File: config.mk
export PLATFORM = sky130hd
export DESIGN_NAME = seqc_div
export DESIGN_NICKNAME = d
export VERILOG_FILES = /design/src/hw/rtl/seqc_pkg.sv /design/src/hw/rtl/seqc_div.sv
export SDC_FILE = /design/constraint.sdc
export NUM_CORES = 1
export LEC_CHECK = 0
export BUFFER_PORTS_ARGS = -buffer_cell sky130_fd_sc_hd__buf_2
export CORE_ASPECT_RATIO = 1.4
export CORE_MARGIN = 10
export CORE_UTILIZATION = 25
export CTS_CLUSTER_DIAMETER = 100
export CTS_CLUSTER_SIZE = 8
export DETAILED_ROUTE_END_ITERATION = 10
export HOLD_SLACK_MARGIN = 0.05
export MAX_ROUTING_LAYER = met4
export SLEW_MARGIN = 20
export SYNTH_ARGS = -nofsm -noshare
export SYNTH_HDL_FRONTEND = slang
export SYNTH_SLANG_ARGS = --single-unit
File: constraint.sdc
create_clock -name clk -period 2.29 [get_ports clk]
set_input_delay 0.458 -clock clk [delete_from_list [all_inputs] [get_ports clk]]
set_output_delay 0.458 -clock clk [all_outputs]
set_load 0.02 [all_outputs]
File: src/hw/rtl/seqc_pkg.sv
`timescale 1ns / 1ps
// ----------------------------------------------------------------------------
// Sequence cone scorer package
// Shared constants, register indexes and the cone configuration struct.
// ----------------------------------------------------------------------------
package seqc_pkg;

    // Fixed field widths
    localparam int VEL_W      = 4;
    localparam int WIN_W      = 5;
    localparam int DBS_W      = 17;
    localparam int SCORE_W    = 16;
    localparam int FRAC_BITS  = 14;
    localparam int CFG_IDX_W  = 3;
    localparam int CFG_DATA_W = 17;

    // Request kinds
    localparam logic REQ_PUSH  = 1'b0;
    localparam logic REQ_SCORE = 1'b1;

    // Configuration register indexes
    typedef enum logic [CFG_IDX_W-1:0] {
        CFG_MIN_VEL = 3'd0,
        CFG_MAX_VEL = 3'd1,
        CFG_WINDOW  = 3'd2,
        CFG_DB_SIZE = 3'd3,
        CFG_BIDIR   = 3'd4
    } cfg_reg_t;

    // Register reset values
    localparam logic [VEL_W-1:0] MIN_VEL_RST = 4'd0;
    localparam logic [VEL_W-1:0] MAX_VEL_RST = 4'd2;
    localparam logic [WIN_W-1:0] WINDOW_RST  = 5'd10;
    localparam logic [DBS_W-1:0] DB_SIZE_RST = 17'h10000;

    // Cone settings broadcast along the cell chain
    typedef struct packed {
        logic [VEL_W-1:0] vel_min;
        logic [VEL_W-1:0] vel_max;
        logic             bidir;
        logic [DBS_W-1:0] last_idx;
    } cone_cfg_t;

endpackage

File: src/hw/rtl/seqc_div.sv
`timescale 1ns / 1ps
// ----------------------------------------------------------------------------
// Restoring divider
// One quotient bit per cycle from start to done.
// ----------------------------------------------------------------------------
module seqc_div
    import seqc_pkg::*;
#(
    parameter int DIV_W = 20,
    parameter int DVS_W = 5
) (
    input  logic             clk,
    input  logic             rst_n,
    input  logic             start,
    input  logic [DIV_W-1:0] dividend,
    input  logic [DVS_W-1:0] divisor,
    output logic             done,
    output logic [DIV_W-1:0] quotient
);

    localparam int STEP_W = $clog2(DIV_W + 1);

    logic              busy_reg;
    logic              done_reg;
    logic [STEP_W-1:0] step_reg;
    logic [DVS_W-1:0]  rem_reg;
    logic [DVS_W-1:0]  dvs_reg;
    logic [DIV_W-1:0]  quo_reg;

    logic [DVS_W:0]    trial;
    logic              take;
    logic [DVS_W:0]    diff;

    // Trial subtract of the shifted partial remainder
    always_comb
    begin
        trial = {rem_reg, quo_reg[DIV_W-1]};
        take  = trial >= {1'b0, dvs_reg};
        diff  = trial - {1'b0, dvs_reg};
    end

    // Control
    always_ff @(posedge clk or negedge rst_n)
    begin
        if (!rst_n)
        begin
            busy_reg <= 1'b0;
            done_reg <= 1'b0;
            step_reg <= '0;
        end
        else
        begin
            done_reg <= 1'b0;
            if (start)
            begin
                busy_reg <= 1'b1;
                step_reg <= STEP_W'(DIV_W);
            end
            else if (busy_reg)
            begin
                step_reg <= step_reg - STEP_W'(1);
                if (step_reg == STEP_W'(1))
                begin
                    busy_reg <= 1'b0;
                    done_reg <= 1'b1;
                end
            end
        end
    end

    // Datapath: dividend shifts out as quotient bits shift in
    always_ff @(posedge clk)
    begin
        if (start)
        begin
            rem_reg <= '0;
            dvs_reg <= divisor;
            quo_reg <= dividend;
        end
        else if (busy_reg)
        begin
            rem_reg <= take ? diff[DVS_W-1:0] : trial[DVS_W-1:0];
            quo_reg <= {quo_reg[DIV_W-2:0], take};
        end
    end

    assign done     = done_reg;
    assign quotient = quo_reg;

endmodule

[After elaboration in Yosys (flattened, before gate mapping)]
Index checks and enable logic that the tools add are counted.
Word-level totals
  register bits: 37
  output and inout bits: 21
  input bits: 28
Cells by class
  multiplexer cells: 11
  reductions and logical operators: 1
  add/sub/neg operators: 2
  $lt $le $gt $ge: 1
  eq/ne operators: 1
Operators by type and width (number)
  $mux W20: 2
  $mux W5: 3
  $ge A6 B5 Y1: 1
  $mux W1: 6
  $eq A5 B1 Y1 const B: 1
  $sub A5 B1 Y5 const B: 1
  $sub A5 B5 Y5: 1
  $reduce_bool A2 Y1: 1

[Longest topological paths before layout]
  word-level depth: 4
  mapped depth: 8
  depth with buffers taken out: 8

[Worst setup path before layout]
Ideal clock, no wire load.
  kind: reg-to-reg
  from: register quo_reg[19] (netlist: quotient[19])
  to: register rem_reg[3]
  cell stages (with the launch flop): 9
  setup slack: 214 ps
  data arrival time: 1954 ps
  path buffers: 0
  clock period less this slack: 2076 ps
  path through: edfxtp_1 > inv_1 > ha_1 > inv_1 > fa_1 > a211o_1 > o211ai_2 > a2111oi_1 > a311o_1
Between the ends
  cells in the longest elaborated chain, start to end: 2
  elaborated cells between the ends (all ways): 3
  classes of those cells: 1 x add/sub; 1 x order compare; 1 x mux
RTL lines
  start, declared: line seqc_div.sv:28  | logic [DIV_W-1:0] quo_reg;
  start signal, assigned: line seqc_div.sv:78  | quo_reg <= dividend;
  start signal, assigned: line seqc_div.sv:83  | quo_reg <= {quo_reg[DIV_W-2:0], take};
  $sub A5 B5 Y5 or $ge A6 B5 Y1 (tied branches): line seqc_div.sv:39, seqc_div.sv:38
  $mux W5 (*): line seqc_div.sv:82  | rem_reg <= take ? diff[DVS_W-1:0] : trial[DVS_W-1:0];
  end signal, assigned: line seqc_div.sv:82
  end, declared: line seqc_div.sv:26  | logic [DVS_W-1:0] rem_reg;
Every way passes the cells marked *; elsewhere a longest branch is shown, timed or not.
A chain may end at the register's enable or synchronous reset.

[Final worst setup path]
  from: register quo_reg[19] (netlist: quotient[19])
  to: register quo_reg[0] (netlist: quotient[0]), data pin
Between the ends
  cells in the longest elaborated chain, start to end: 3
RTL lines
  $ge A6 B5 Y1: line seqc_div.sv:38  | take = trial >= {1'b0, dvs_reg};
  $mux W20: line seqc_div.sv:80  | else if (busy_reg)
  $mux W20: line seqc_div.sv:74  | if (start)
No other way between the ends. The select of a mux whose other input is x is not followed.

==> results list <==
- Xor and xnor fraction of the mapped netlist area: 0.0238
- TritonCTS buffer count: 5
- Adding up every negative setup slack in the final design gives 0 ps.
- Overflow left after global routing: 0
* CTS tree: done
- Max-cap violations in this run came to 0.
* Most frequently used flop master after synthesis: sky130_fd_sc_hd__edfxtp_1
- The portion of synthesized area spent on multiplexers is 0.116.
* Worst-skew pair later-pin latency: 290 ps
* Final cell count without fillers: 286
- In this run the deepest clock path goes through 2 buffers.
* Count of yosys warnings during synthesis: 0
- CTS built an H-tree with a depth of 2.
- Number of flops mapped to enable cells by yosys: 25
* Number of antenna-violating nets in the routed design: 0
* Net count reported at finish: 226
- The final number of max-transition violations came to 0.
* Drt first-iter violations: 78
* Total Routed Length: 4080 um
- Final worst-path setup slack: 230 ps
* Post-synthesis async set-or-reset flop share: 0.189
- Of the total synthesized cell area, the portion taken by full adders, half adders and majority gates is 0.0586.
- Of the total power, the share spent switching nets is 0.317.
- Die span in x: 92.4 um
* Remaining max-slew budget at the tightest pin: 0.741
- Startpoint Class: register
- Setup repair after global routing missed its margin: false
- 0 antenna diodes ended up in the layout.
* Biggest area contributors in the synthesized netlist: sky130_fd_sc_hd__edfxtp_1 41%, sky130_fd_sc_hd__mux2_2 12%, sky130_fd_sc_hd__dfrtp_1 9.5%, sky130_fd_sc_hd__dfxtp_1 5.4%, sky130_fd_sc_hd__ha_1 4.8%
- Setup violations remaining at the end of the flow were counted as 0.
* Complex-gate fraction of the synthesized area: 0.107
* Footprint of the multi-input gates: 708 sq um
- For this run, design rule violations remaining after detail routing come to 0.
- Worst-path maximum fanout: 4
* FF/Latch Area: 1030 sq um
* Share of the yosys chip area belonging to registers: 0.559
- Height of the die: 121 um
- Area fraction of the dominant cell type after synthesis: 0.409
- Wire length of the first global-routing pass: 6640 um
- Drt first pass iters: 4
* Rows: 36
- Register share of total power: 0.441
- Count of cells along the worst register-to-register path: 8
- Area of the placeable core: 7070 sq um
- Worst slack, placed: 236 ps
* Number of library cell types mapped by synthesis: 40
* Post-place instance area: 2170 sq um
- Worst Path Class, Setup: reg2reg
- The via count of the first global-routing pass is 1359.
* Area of all placed cells without fillers: 2290 sq um
* Min cycle time layout: 2060 ps
- Layout area overhead: 24.9%
- Routed wire length per instance: 14.2 um
- The initial antenna violation count was 0.
- Using the TritonRoute via totals, the vias-per-cell ratio works out to 4.40.
- Post-synthesis simple-gate area fraction: 0.0797
- Combinational Power Share: 0.297
- Synthesized flop and latch total: 37
- Effective utilization at floorplan: 0.260
- Each instance of the synthesized netlist takes up on average 13.5 sq um.
* Share of post-route cells with drive strength above 1: 0.424
- The min-delay analysis places its worst path in the category in2reg.
- Main combinational cell family by area after synthesis: multiplexers
* Top achievable clock speed: 485 MHz
* Arr. time, crit path: 2090 ps
* Portion of total power attributed to the clock network: 0.262
* Number of nets produced by synthesis: 172
- The clock drives 37 sinks.
- Max reg flops: 20
- Clock skew on the completed layout was measured at 9.04 ps.
- At the end of the flow the core is filled with cells to 0.324.
- Cell count after synthesis: 136
- Summing over every cut layer, the via total after detailed routing is 1257.
- Slew at the pin closest to its max-slew limit: 388 ps
- Reg-to-reg critical path startpoint: quotient[19]
- Endpoint of the worst hold-timing path: dvs_reg[4]
- Cell at the root of the clock tree: sky130_fd_sc_hd__clkbuf_8
* Leakage Power: 0.973 nW
* Cell type contributing the most total cell area after synthesis: sky130_fd_sc_hd__edfxtp_1
- Detailed placer's ending HPWL: 3150 um
- Power density over cell area: 900 nW/um^2
* Post-CTS Setup Bufs: 0
- CTS Hold Buffers Added: 1
* Reg-to-reg critical path endpoint: quotient[0]
- Across every metal layer, demand over resource in global routing totals 0.0765.
- Count of buffers inserted at the top-level ports: 48
- Nature of the critical path endpoint: register
- Data required time at the worst endpoint: 2320 ps
- The worst-case IR drop observed on VDD is 0.411 mV.
- Worst reg2reg setup slack: 230 ps
* Origin of the worst min-delay path: divisor[4]
* Placer's final routability congestion estimate: 0.929
- Counting tap cells, the placed design contains a total of 277 instances.
- Share of the clock period used by the worst path after layout: 0.900
- Entering global routing, the biggest net connects 20 pins.
* Int Pwr: 0.00141 W
* PostCTS Resize Cnt: 0
* Status: finished clean
* Die outline area: 11200 sq um
* Combined area of all synthesized cells: 1840 sq um
* Cell depth of the worst hold path: 1
- Clock edge transition at the registers on the reported setup and hold paths: 80 ps
* # IOs: 49
* Fill cell total of the finished layout: 722
- For this design the total switching power over the nets is 0.000654 W.
- Final hold viol count: 0
[layout by cell type, fill, tap and decap left out, types with 2 or more instances in the layout]
cell                       Yosys  routed
sky130_fd_sc_hd__nand2_1       2       2
sky130_fd_sc_hd__a21o_1        2       2
sky130_fd_sc_hd__xor2_1        2       2
sky130_fd_sc_hd__xnor2_1       3       3
sky130_fd_sc_hd__buf_2         1      48
sky130_fd_sc_hd__a21oi_1       5       5
sky130_fd_sc_hd__ha_1          7       7
sky130_fd_sc_hd__buf_4         0       2
sky130_fd_sc_hd__nand2b_1      3       3
sky130_fd_sc_hd__nand3_1       3       3
sky130_fd_sc_hd__edfxtp_1     25      25
sky130_fd_sc_hd__inv_1        12      12
sky130_fd_sc_hd__mux2_2       19      19
sky130_fd_sc_hd__nor3_1        3       3
sky130_fd_sc_hd__dfrtp_1       7       7
sky130_fd_sc_hd__a311oi_1      3       3
sky130_fd_sc_hd__nor2_1        9       9
sky130_fd_sc_hd__clkbuf_8      3       6
sky130_fd_sc_hd__dfxtp_1       5       5
[layer usage]
layer | GRT usage | up-vias | share of wire
li1 | - | 612 | -
met1 | 0.0896 | 595 | 0.44
met2 | 0.123 | 42 | 0.50
met3 | 0.0173 | 8 | 0.029
met4 | 0.0338 | 0 | 0.024
met5 | - | - | 0
[worst max-delay path by stage]
stage                  from          end  slack, ps  cells past startpoint
4_1_cts        quotient[19]  quotient[0]        240                      8
3_3_place_gp   quotient[19]  quotient[0]        280                      8
5_1_grt        quotient[19]   rem_reg[3]         90                      8
3_5_place_dp   quotient[19]  quotient[0]        240                      8
6_report       quotient[19]  quotient[0]        230                      8
2_1_floorplan  quotient[19]   rem_reg[3]        210                      8
[area by class of cell]
| class | instances | area share |
|---|---|---|
| tap | 95 | 0.0518 |
| sequential | 37 | 0.447 |
| clock buffer | 8 | 0.0485 |
| multi-input combinational | 82 | 0.309 |
| timing repair buffer | 52 | 0.124 |
| inverter | 12 | 0.0196 |
[power groups by stage]
stage               Sequential (W)  Clock, W  Combinational [W]
finish                    0.000910  0.000541           0.000614
global placement          0.000926         0           0.000610
CTS                       0.000913  0.000562           0.000616
detailed placement        0.000924         0           0.000614
floorplan                 0.000969         0           0.000404
global route              0.000927  0.000591           0.000678
[per-stage QoR]
step,hold WS [ps],total power [W]
5_1_grt,334,0.00220
3_5_place_dp,300,0.00154
3_3_place_gp,303,0.00154
2_1_floorplan,162,0.00137
4_1_cts,341,0.00209
6_report,345,0.00207
[cells by family after synthesis]
family	Yosys count
buffers and inverters	17
AO/OA/AOI/OAI	23
flip-flops	37
XOR/XNOR	5
multiplexers	19
AND/OR/NAND/NOR	27
adder cells (fa/ha/maj)	8
[cells in the mapped netlist, types with 2 or more instances]
master	instances
sky130_fd_sc_hd__dfxtp_1	5
sky130_fd_sc_hd__nand2b_1	3
sky130_fd_sc_hd__xnor2_1	3
sky130_fd_sc_hd__nor2_1	9
sky130_fd_sc_hd__clkbuf_8	3
sky130_fd_sc_hd__dfrtp_1	7
sky130_fd_sc_hd__a21oi_1	5
sky130_fd_sc_hd__nand3_1	3
sky130_fd_sc_hd__xor2_1	2
sky130_fd_sc_hd__mux2_2	19
sky130_fd_sc_hd__edfxtp_1	25
sky130_fd_sc_hd__a21o_1	2
sky130_fd_sc_hd__a311oi_1	3
sky130_fd_sc_hd__ha_1	7
sky130_fd_sc_hd__inv_1	12
sky130_fd_sc_hd__nor3_1	3
sky130_fd_sc_hd__nand2_1	2
[worst max-delay path, stage by stage (launching register included)]
cell,delay [ps]
sky130_fd_sc_hd__edfxtp_1,410
sky130_fd_sc_hd__inv_1,80
sky130_fd_sc_hd__ha_1,150
sky130_fd_sc_hd__inv_1,50
sky130_fd_sc_hd__fa_1,410
sky130_fd_sc_hd__a211o_1,310
sky130_fd_sc_hd__o211a_1,170
sky130_fd_sc_hd__nor3_1,180
sky130_fd_sc_hd__a21oi_1,60
(Power assumes the default switching activity.)
