`src/hw/rtl/seqc_pkg.sv`:
```
`timescale 1ns / 1ps
// ----------------------------------------------------------------------------
// Sequence cone scorer package
// Shared constants, register indexes and the cone configuration struct.
// ----------------------------------------------------------------------------
package seqc_pkg;

    // Fixed field widths
    localparam int VEL_W      = 4;
    localparam int WIN_W      = 5;
    localparam int DBS_W      = 17;
    localparam int SCORE_W    = 16;
    localparam int FRAC_BITS  = 14;
    localparam int CFG_IDX_W  = 3;
    localparam int CFG_DATA_W = 17;

    // Request kinds
    localparam logic REQ_PUSH  = 1'b0;
    localparam logic REQ_SCORE = 1'b1;

    // Configuration register indexes
    typedef enum logic [CFG_IDX_W-1:0] {
        CFG_MIN_VEL = 3'd0,
        CFG_MAX_VEL = 3'd1,
        CFG_WINDOW  = 3'd2,
        CFG_DB_SIZE = 3'd3,
        CFG_BIDIR   = 3'd4
    } cfg_reg_t;

    // Register reset values
    localparam logic [VEL_W-1:0] MIN_VEL_RST = 4'd0;
    localparam logic [VEL_W-1:0] MAX_VEL_RST = 4'd2;
    localparam logic [WIN_W-1:0] WINDOW_RST  = 5'd10;
    localparam logic [DBS_W-1:0] DB_SIZE_RST = 17'h10000;

    // Cone settings broadcast along the cell chain
    typedef struct packed {
        logic [VEL_W-1:0] vel_min;
        logic [VEL_W-1:0] vel_max;
        logic             bidir;
        logic [DBS_W-1:0] last_idx;
    } cone_cfg_t;

endpackage

```
`src/hw/rtl/seqc_cell.sv`:
```
`timescale 1ns / 1ps
// ----------------------------------------------------------------------------
// Cone cell
// Holds one query's two matches; tests them against the probe passing through
// and hands the probe, with bounds stepped by one query, to the next cell.
// ----------------------------------------------------------------------------
module seqc_cell
    import seqc_pkg::*;
#(
    parameter int IDX_W  = 16,
    parameter int CORD_W = 20,
    parameter int CNT_W  = 6,
    parameter int LEN_W  = 5,
    parameter bit FIRST  = 1'b0
) (
    input  logic                     clk,
    input  logic                     rst_n,
    input  cone_cfg_t                cone_cfg,
    // match history shift
    input  logic                     shift_en,
    input  logic [IDX_W-1:0]         m_first_in,
    input  logic [IDX_W-1:0]         m_second_in,
    output logic [IDX_W-1:0]         m_first_out,
    output logic [IDX_W-1:0]         m_second_out,
    // probe in
    input  logic                     probe_valid_in,
    input  logic [IDX_W-1:0]         probe_j_in,
    input  logic signed [CORD_W-1:0] probe_lo_in,
    input  logic signed [CORD_W-1:0] probe_hi_in,
    input  logic [CNT_W-1:0]         probe_cnt_in,
    input  logic [LEN_W-1:0]         probe_rem_in,
    // probe out
    output logic                     probe_valid_out,
    output logic [IDX_W-1:0]         probe_j_out,
    output logic signed [CORD_W-1:0] probe_lo_out,
    output logic signed [CORD_W-1:0] probe_hi_out,
    output logic [CNT_W-1:0]         probe_cnt_out,
    output logic [LEN_W-1:0]         probe_rem_out
);

    logic [IDX_W-1:0]         m_first_reg;
    logic [IDX_W-1:0]         m_second_reg;
    logic                     valid_reg;
    logic [IDX_W-1:0]         j_reg;
    logic signed [CORD_W-1:0] lo_reg;
    logic signed [CORD_W-1:0] hi_reg;
    logic [CNT_W-1:0]         cnt_reg;
    logic [LEN_W-1:0]         rem_reg;

    logic signed [CORD_W-1:0] lo_next;
    logic signed [CORD_W-1:0] hi_next;
    logic [CNT_W-1:0]         cnt_next;
    logic [LEN_W-1:0]         rem_next;

    logic signed [CORD_W-1:0] last_s;
    logic signed [CORD_W-1:0] two_j;
    logic signed [CORD_W-1:0] lo_c;
    logic signed [CORD_W-1:0] hi_c;
    logic signed [CORD_W-1:0] mir_lo_raw;
    logic signed [CORD_W-1:0] mir_hi_raw;
    logic signed [CORD_W-1:0] mir_lo;
    logic signed [CORD_W-1:0] mir_hi;
    logic                     hit_first;
    logic                     hit_second;
    logic [CNT_W-1:0]         hit_cnt;

    // Match inside the cone, or inside its mirror when enabled
    function automatic logic cone_hit(
        input logic [IDX_W-1:0]         m,
        input logic signed [CORD_W-1:0] lo,
        input logic signed [CORD_W-1:0] hi,
        input logic signed [CORD_W-1:0] mlo,
        input logic signed [CORD_W-1:0] mhi,
        input logic                     bidir
    );
        logic signed [CORD_W-1:0] ms;
        ms = signed'(CORD_W'(m));
        return (ms >= lo && ms <= hi) || (bidir && ms >= mlo && ms <= mhi);
    endfunction

    // Cone bounds for this cell
    always_comb
    begin
        last_s     = signed'(CORD_W'(cone_cfg.last_idx));
        two_j      = signed'(CORD_W'(probe_j_in)) <<< 1;
        lo_c       = probe_lo_in[CORD_W-1] ? '0 : probe_lo_in;
        hi_c       = (FIRST && probe_hi_in > last_s) ? last_s : probe_hi_in;
        mir_lo_raw = two_j - hi_c;
        mir_hi_raw = two_j - lo_c;
        mir_lo     = (mir_lo_raw < last_s) ? mir_lo_raw : last_s;
        mir_hi     = (mir_hi_raw < last_s) ? mir_hi_raw : last_s;
        hit_first  = cone_hit(m_first_reg, lo_c, hi_c, mir_lo, mir_hi, cone_cfg.bidir);
        hit_second = cone_hit(m_second_reg, lo_c, hi_c, mir_lo, mir_hi, cone_cfg.bidir);
        hit_cnt    = CNT_W'(hit_first) + CNT_W'(hit_second);
    end

    // Probe update: count only while window entries remain
    always_comb
    begin
        lo_next  = probe_lo_in - signed'(CORD_W'(cone_cfg.vel_max));
        hi_next  = probe_hi_in - signed'(CORD_W'(cone_cfg.vel_min));
        cnt_next = (probe_rem_in != '0) ? probe_cnt_in + hit_cnt : probe_cnt_in;
        rem_next = (probe_rem_in != '0) ? probe_rem_in - LEN_W'(1) : probe_rem_in;
    end

    // Probe valid
    always_ff @(posedge clk or negedge rst_n)
    begin
        if (!rst_n)
        begin
            valid_reg <= 1'b0;
        end
        else
        begin
            valid_reg <= probe_valid_in;
        end
    end

    // Probe payload and match history
    always_ff @(posedge clk)
    begin
        j_reg   <= probe_j_in;
        lo_reg  <= lo_next;
        hi_reg  <= hi_next;
        cnt_reg <= cnt_next;
        rem_reg <= rem_next;
        if (shift_en)
        begin
            m_first_reg  <= m_first_in;
            m_second_reg <= m_second_in;
        end
    end

    assign m_first_out     = m_first_reg;
    assign m_second_out    = m_second_reg;
    assign probe_valid_out = valid_reg;
    assign probe_j_out     = j_reg;
    assign probe_lo_out    = lo_reg;
    assign probe_hi_out    = hi_reg;
    assign probe_cnt_out   = cnt_reg;
    assign probe_rem_out   = rem_reg;

endmodule

```
`config.mk`:
```
export PLATFORM = sky130hd
export DESIGN_NAME = seqc_cell
export DESIGN_NICKNAME = d
export VERILOG_FILES = /design/src/hw/rtl/seqc_pkg.sv /design/src/hw/rtl/seqc_cell.sv
export SDC_FILE = /design/constraint.sdc
export NUM_CORES = 1
export LEC_CHECK = 0
export ABC_AREA = 1
export BUFFER_PORTS_ARGS = -buffer_cell sky130_fd_sc_hd__buf_2
export CORE_MARGIN = 3
export CORE_UTILIZATION = 56
export DETAILED_ROUTE_END_ITERATION = 16
export PLACE_DENSITY = 0.83
export SYNTH_ARGS = -nofsm -noshare
export SYNTH_HDL_FRONTEND = slang
export SYNTH_SLANG_ARGS = --single-unit
```
`constraint.sdc`:
```
create_clock -name clk -period 3 [get_ports clk]
set_input_delay 0.6 -clock clk [delete_from_list [all_inputs] [get_ports clk]]
set_output_delay 0.6 -clock clk [all_outputs]
set_load 0.01 [all_outputs]
```
==> results of run 1 <==
[metrics by stage]
step	instance area, um^2	TNS (ps)	std cells	hold WS (ps)	setup slack (ps)
global placement	13700	-20370	2030	374	-3480
floorplan	10000	-16560	1290	304	-2850
CTS	14800	-16370	2079	334	-2840
detailed placement	13700	-21390	2030	375	-3640
[metal layers]
| metal | GRT overflow | global-route usage [%] |
|---|---|---|
| met5 | 0 | 9.44 |
| met4 | 8 | 63.8 |
| met3 | 0 | 43.4 |
| met2 | 2 | 85.7 |
| met1 | 0 | 62.9 |
[synthesized netlist by cell type, types with 23 or more instances]
library cell / n
nand2_1: 292
ha_1: 198
inv_1: 178
a21oi_1: 90
nor2_1: 88
dfxtp_1: 67
nand3_1: 65
o21ai_0: 48
xor2_1: 44
nand4_1: 33
edfxtp_1: 32
xnor2_1: 23
[cells by family after synthesis]
group                      after synthesis  synth area share [%]
adders and majority gates              203                  26.5
and+or+nand+nor                        531                  24.1
buffers and inverters                  189                  7.31
muxes                                    1                 0.116
AOI/OAI and AO/OA                      199                  12.0
xor gates and xnor gates                67                  6.04
DFF                                    100                  23.9
[what timing repair did]
action	CTS
gates resized for setup	114
hold endpoints to repair	1
setup endpoints to repair	6
gates cloned	2
hold buffers	1
setup buffers	30
pin swaps	61
==> impl_results.md, run 1 <==
- H-Tree Depth: 3
- Sink Count: 100
- Sequential area share after synthesis: 23.9%
- GR repair worst EP: probe_cnt_out[5]$_DFF_P_/D
- Mapped Area: 9720 um^2
- Post-synth cell types: 52
- Yosys top cell by area: ha_1
- Row cnt: 47
- Yosys top cell area share: 25.5%
- Flops & latches, synth: 100
- Post-Syn Area per Cell: 7.54 um^2
- I/O Buffers: 228
- Pin count of the biggest net entering global routing: 33
- EDFF count, synth: 32
- Num CTS Buffers: 9
- Outcome: stopped before the end
- Initial core utilization: between 50% and 60%
- Boundary Pins: between 200 and 250
- Total grt overflow: 10
- Worst ep type: register data pin
- Synth area leaders: ha_1 25%, dfxtp_1 14%, nand2_1 11%, edfxtp_1 9.9%, inv_1 6.9%
- Last stage: 5_1_grt
- Die H: 138 um
- Syn Inst Count: 1290
- DP Wirelength: 31100 um
- Gpl congestion: 0.973
- Syn. warnings: 0
- CTS root buffer: clkbuf_16
- Die width: between 100 and 150 um
- Ys async rst share: 1.00%
- Synth Flop Type: dfxtp_1
- Tool error: [ERROR GRT-0232] Routing congestion too high. Check the congestion heatmap in the GUI.
- Total track usage: a little under two thirds
- Syn nets: roughly 1600
- Clock Tree Buf Depth: 2
==> run 2: changes to the inputs <==
--- a/config.mk
+++ b/config.mk
@@ -8,9 +8,9 @@
 export ABC_AREA = 1
 export BUFFER_PORTS_ARGS = -buffer_cell sky130_fd_sc_hd__buf_2
 export CORE_MARGIN = 3
-export CORE_UTILIZATION = 56
+export CORE_UTILIZATION = 40
 export DETAILED_ROUTE_END_ITERATION = 16
-export PLACE_DENSITY = 0.83
+export PLACE_DENSITY_LB_ADDON = 0.15
 export SYNTH_ARGS = -nofsm -noshare
 export SYNTH_HDL_FRONTEND = slang
 export SYNTH_SLANG_ARGS = --single-unit
==> impl_results.md, run 2 <==
- Post-synth cell types: 52
- Count leader, synth: nand2_1
- Reg2reg setup slack: -190 ps
- Dpl ws: -3690 ps
- Placed cell areas: about 14000 um^2
- Commonest cells post-synth: 292 x nand2_1, 198 x ha_1, 178 x inv_1, 90 x a21oi_1, 88 x nor2_1
- Final Core Density: approximately 64%
- Worst path slowest cell: fa_2
- Area of the core: 23700 um^2
- Row cnt: between 50 and 60
- Sink Count: 100
- Post-Syn Area per Cell: approximately 7.5 um^2
- Final Cycle Share: 199%
- CP top delay family: adder cells
- First-pass GRT wire length: 54600 um
- Gpl congestion: between 0.9 and 1
- Die width: between 150 and 200 um
- Fmax: roughly 170 MHz
- RSZ-0062 raised after global routing: yes
- Yosys top cell by area: ha_1
- Switching share of power: about two fifths
- Max_cap viols: 0
- Worst Hold Launch: probe_valid_in
- Clock Tree Buf Depth: 2
- Die ar.: roughly 26000 um^2
- Flops & latches, synth: 100
- Reg-to-reg startpoint: m_second_out[15]
- Total track usage: between 20% and 30%
- Failing checks: negative setup slack
- Final Max Tran Viols: 0
- Hold Crit Class: input port to flip-flop
- Total number of vias: ~11000
- Fin Clk Skew: 15.8 ps
- I/O Buffers: 228
- EDFF count, synth: 32
- Pleak: 8.00 nW
- CTS tree: yes
- Synth area leaders: ha_1 25%, dfxtp_1 14%, nand2_1 11%, edfxtp_1 9.9%, inv_1 6.9%
- Hold depth: 1
- Worst-Margin Slew: around 770 ps
- Final nets: around 2200
- Overall power: 0.00641 W
- Worst reg2reg path depth: 21
- Clock-pin slew on the worst setup and hold paths: 70 ps
- Yosys top cell area share: roughly 25%
- Pwr Density: roughly 420 nW/um^2
- Reg2reg end: probe_cnt_out[1]
- Slew headroom: around half
- Final Hold Fails: 0
- H-Tree Depth: 3
- Drt drc: 0
- Boundary Pins: 229
- Flop pwr share: 24.5%
- Total inserted antenna cells: 0
- Routed len/inst: ~17 um
- Tmin final: around 6000 ps
- Most common cell after layout, fill and taps aside: buf_4
- Outcome: finished, violations left
- Synth Flop Type: dfxtp_1
- Most frequent cells in the layout: 324 x buf_4, 256 x nand2_1, 213 x buf_2
- Sw power: about 0.0025 W
- CP max FO: 7
- Drt pass-1 iters: 5
- Syn Inst Count: between 1000 and 1500
- Setup violations, final: 6
- P&R area growth vs syn: 56.9%
- Critical path launch point type: input port
- Num CTS Buffers: 9
- Sequential area share after synthesis: between 20% and 30%
- Ys async rst share: under 10%
- Initial core utilization: about 41%
- WP data required: 3250 ps
- Total grt overflow: 0
- WHS Endpoint: probe_valid_out
- Crit-path max cell delay: ~380 ps
- Routed vias/inst: 5.00
- Final WS setup: -2960 ps
- Die H: 162 um
- Mapped Area: 9720 um^2
- DP Wirelength: just under 30000 um
- Combinational share of power: approximately 55%
- Clock share of power: 20.9%
- CTS root buffer: clkbuf_16
- Vias in the first global route: 10800
- DRT iter0 DRCs: about 660
- Initial antenna violation count: 1
- Syn. warnings: 0
- Routed wire length: 36200 um
- Data arrival, critical path: between 6000 and 7000 ps
- Syn nets: 1622
- Peak VDD IR: about 0.27 mV
- Share of layout cells above drive strength 1: 40.6%
- Crit path buffers/inverters: 8
- Hold slack final: ~340 ps
- ANT nets after route: 0
- Clk_lat worst skew: roughly 370 ps
- Design area: roughly 15000 um^2
- Crit. End Element: flip-flop
- Internal power: between 0.003 and 0.004 W
- Pin count of the biggest net entering global routing: 33
- CP most frequent cell: nand2_2
- Critical path class: input port to flip-flop
-- run 2: power by group through the flow --
stage,registers [W],clock network (W),logic [W]
4_1_cts,0.00157,0.00136,0.00332
6_report,0.00157,0.00134,0.00350
3_5_place_dp,0.00160,0,0.00297
2_1_floorplan,0.00168,0,0.00159
5_1_grt,0.00158,0.00142,0.00385
3_3_place_gp,0.00160,0,0.00292
-- run 2: what timing repair did --
| item | 4_1_cts | 5_1_grt |
|---|---|---|
| hold buffers | 1 | 0 |
| hold endpoints to repair | 1 | 0 |
| endpoints found under the setup margin | 6 | 6 |
| gates cloned | 3 | 0 |
| gates resized for setup | 126 | 65 |
| pin swaps | 79 | 86 |
| setup buffers | 39 | 10 |
-- run 2: how the worst max path moves through the flow --
| stage | to | start | cells after the start |
|---|---|---|---|
| final | probe_cnt_out[1] | probe_j_in[1] | 41 |
| after global routing | probe_cnt_out[5] | probe_lo_in[19] | 40 |
| after detailed placement | probe_cnt_out[5] | probe_lo_in[19] | 41 |
| after floorplan | probe_cnt_out[1] | probe_lo_in[19] | 43 |
| after global placement | probe_cnt_out[5] | probe_lo_in[19] | 41 |
| after CTS | probe_cnt_out[1] | probe_hi_in[6] | 41 |
-- run 2: logic make-up after synthesis --
| group | after synthesis | share of synthesized area (%) |
|---|---|---|
| and+or+nand+nor | 531 | 24.1 |
| adders and majority gates | 203 | 26.5 |
| AOI/OAI and AO/OA | 199 | 12.0 |
| buffers and inverters | 189 | 7.31 |
| DFF | 100 | 23.9 |
| xor gates and xnor gates | 67 | 6.04 |
| muxes | 1 | 0.116 |
-- run 2: final cells by class --
| cell class | count | area, um^2 |
|---|---|---|
| Timing Repair Buffer | 565 | 3890 |
| Timing Repair inverter | 1 | 11.3 |
| Inverter | 181 | 721 |
| Sequential cell | 100 | 2330 |
| Multi-Input combinational cell | 1001 | 7570 |
| Fill cell | 2062 | 8430 |
| Tap cell | 319 | 399 |
| Clock buffer | 13 | 283 |
| Clock inverter | 3 | 47.5 |
-- run 2: per-layer routing --
layer  part of all wire (%)  global-route usage, %  wire, um
met5                  0.036                      0        13
met1                     44                   34.6     16000
met2                     46                   45.3     16800
met3                    6.0                   4.74      2180
met4                    3.3                   8.49      1210
-- run 2: stage by stage --
step	std cells	TNS (ps)
3_5_place_dp	2114	-21620
6_report	2183	-17380
4_1_cts	2173	-16600
2_1_floorplan	1290	-16560
3_3_place_gp	2114	-21530
5_1_grt	2183	-19150
Note: power is estimated with default switching activity, not from simulation.
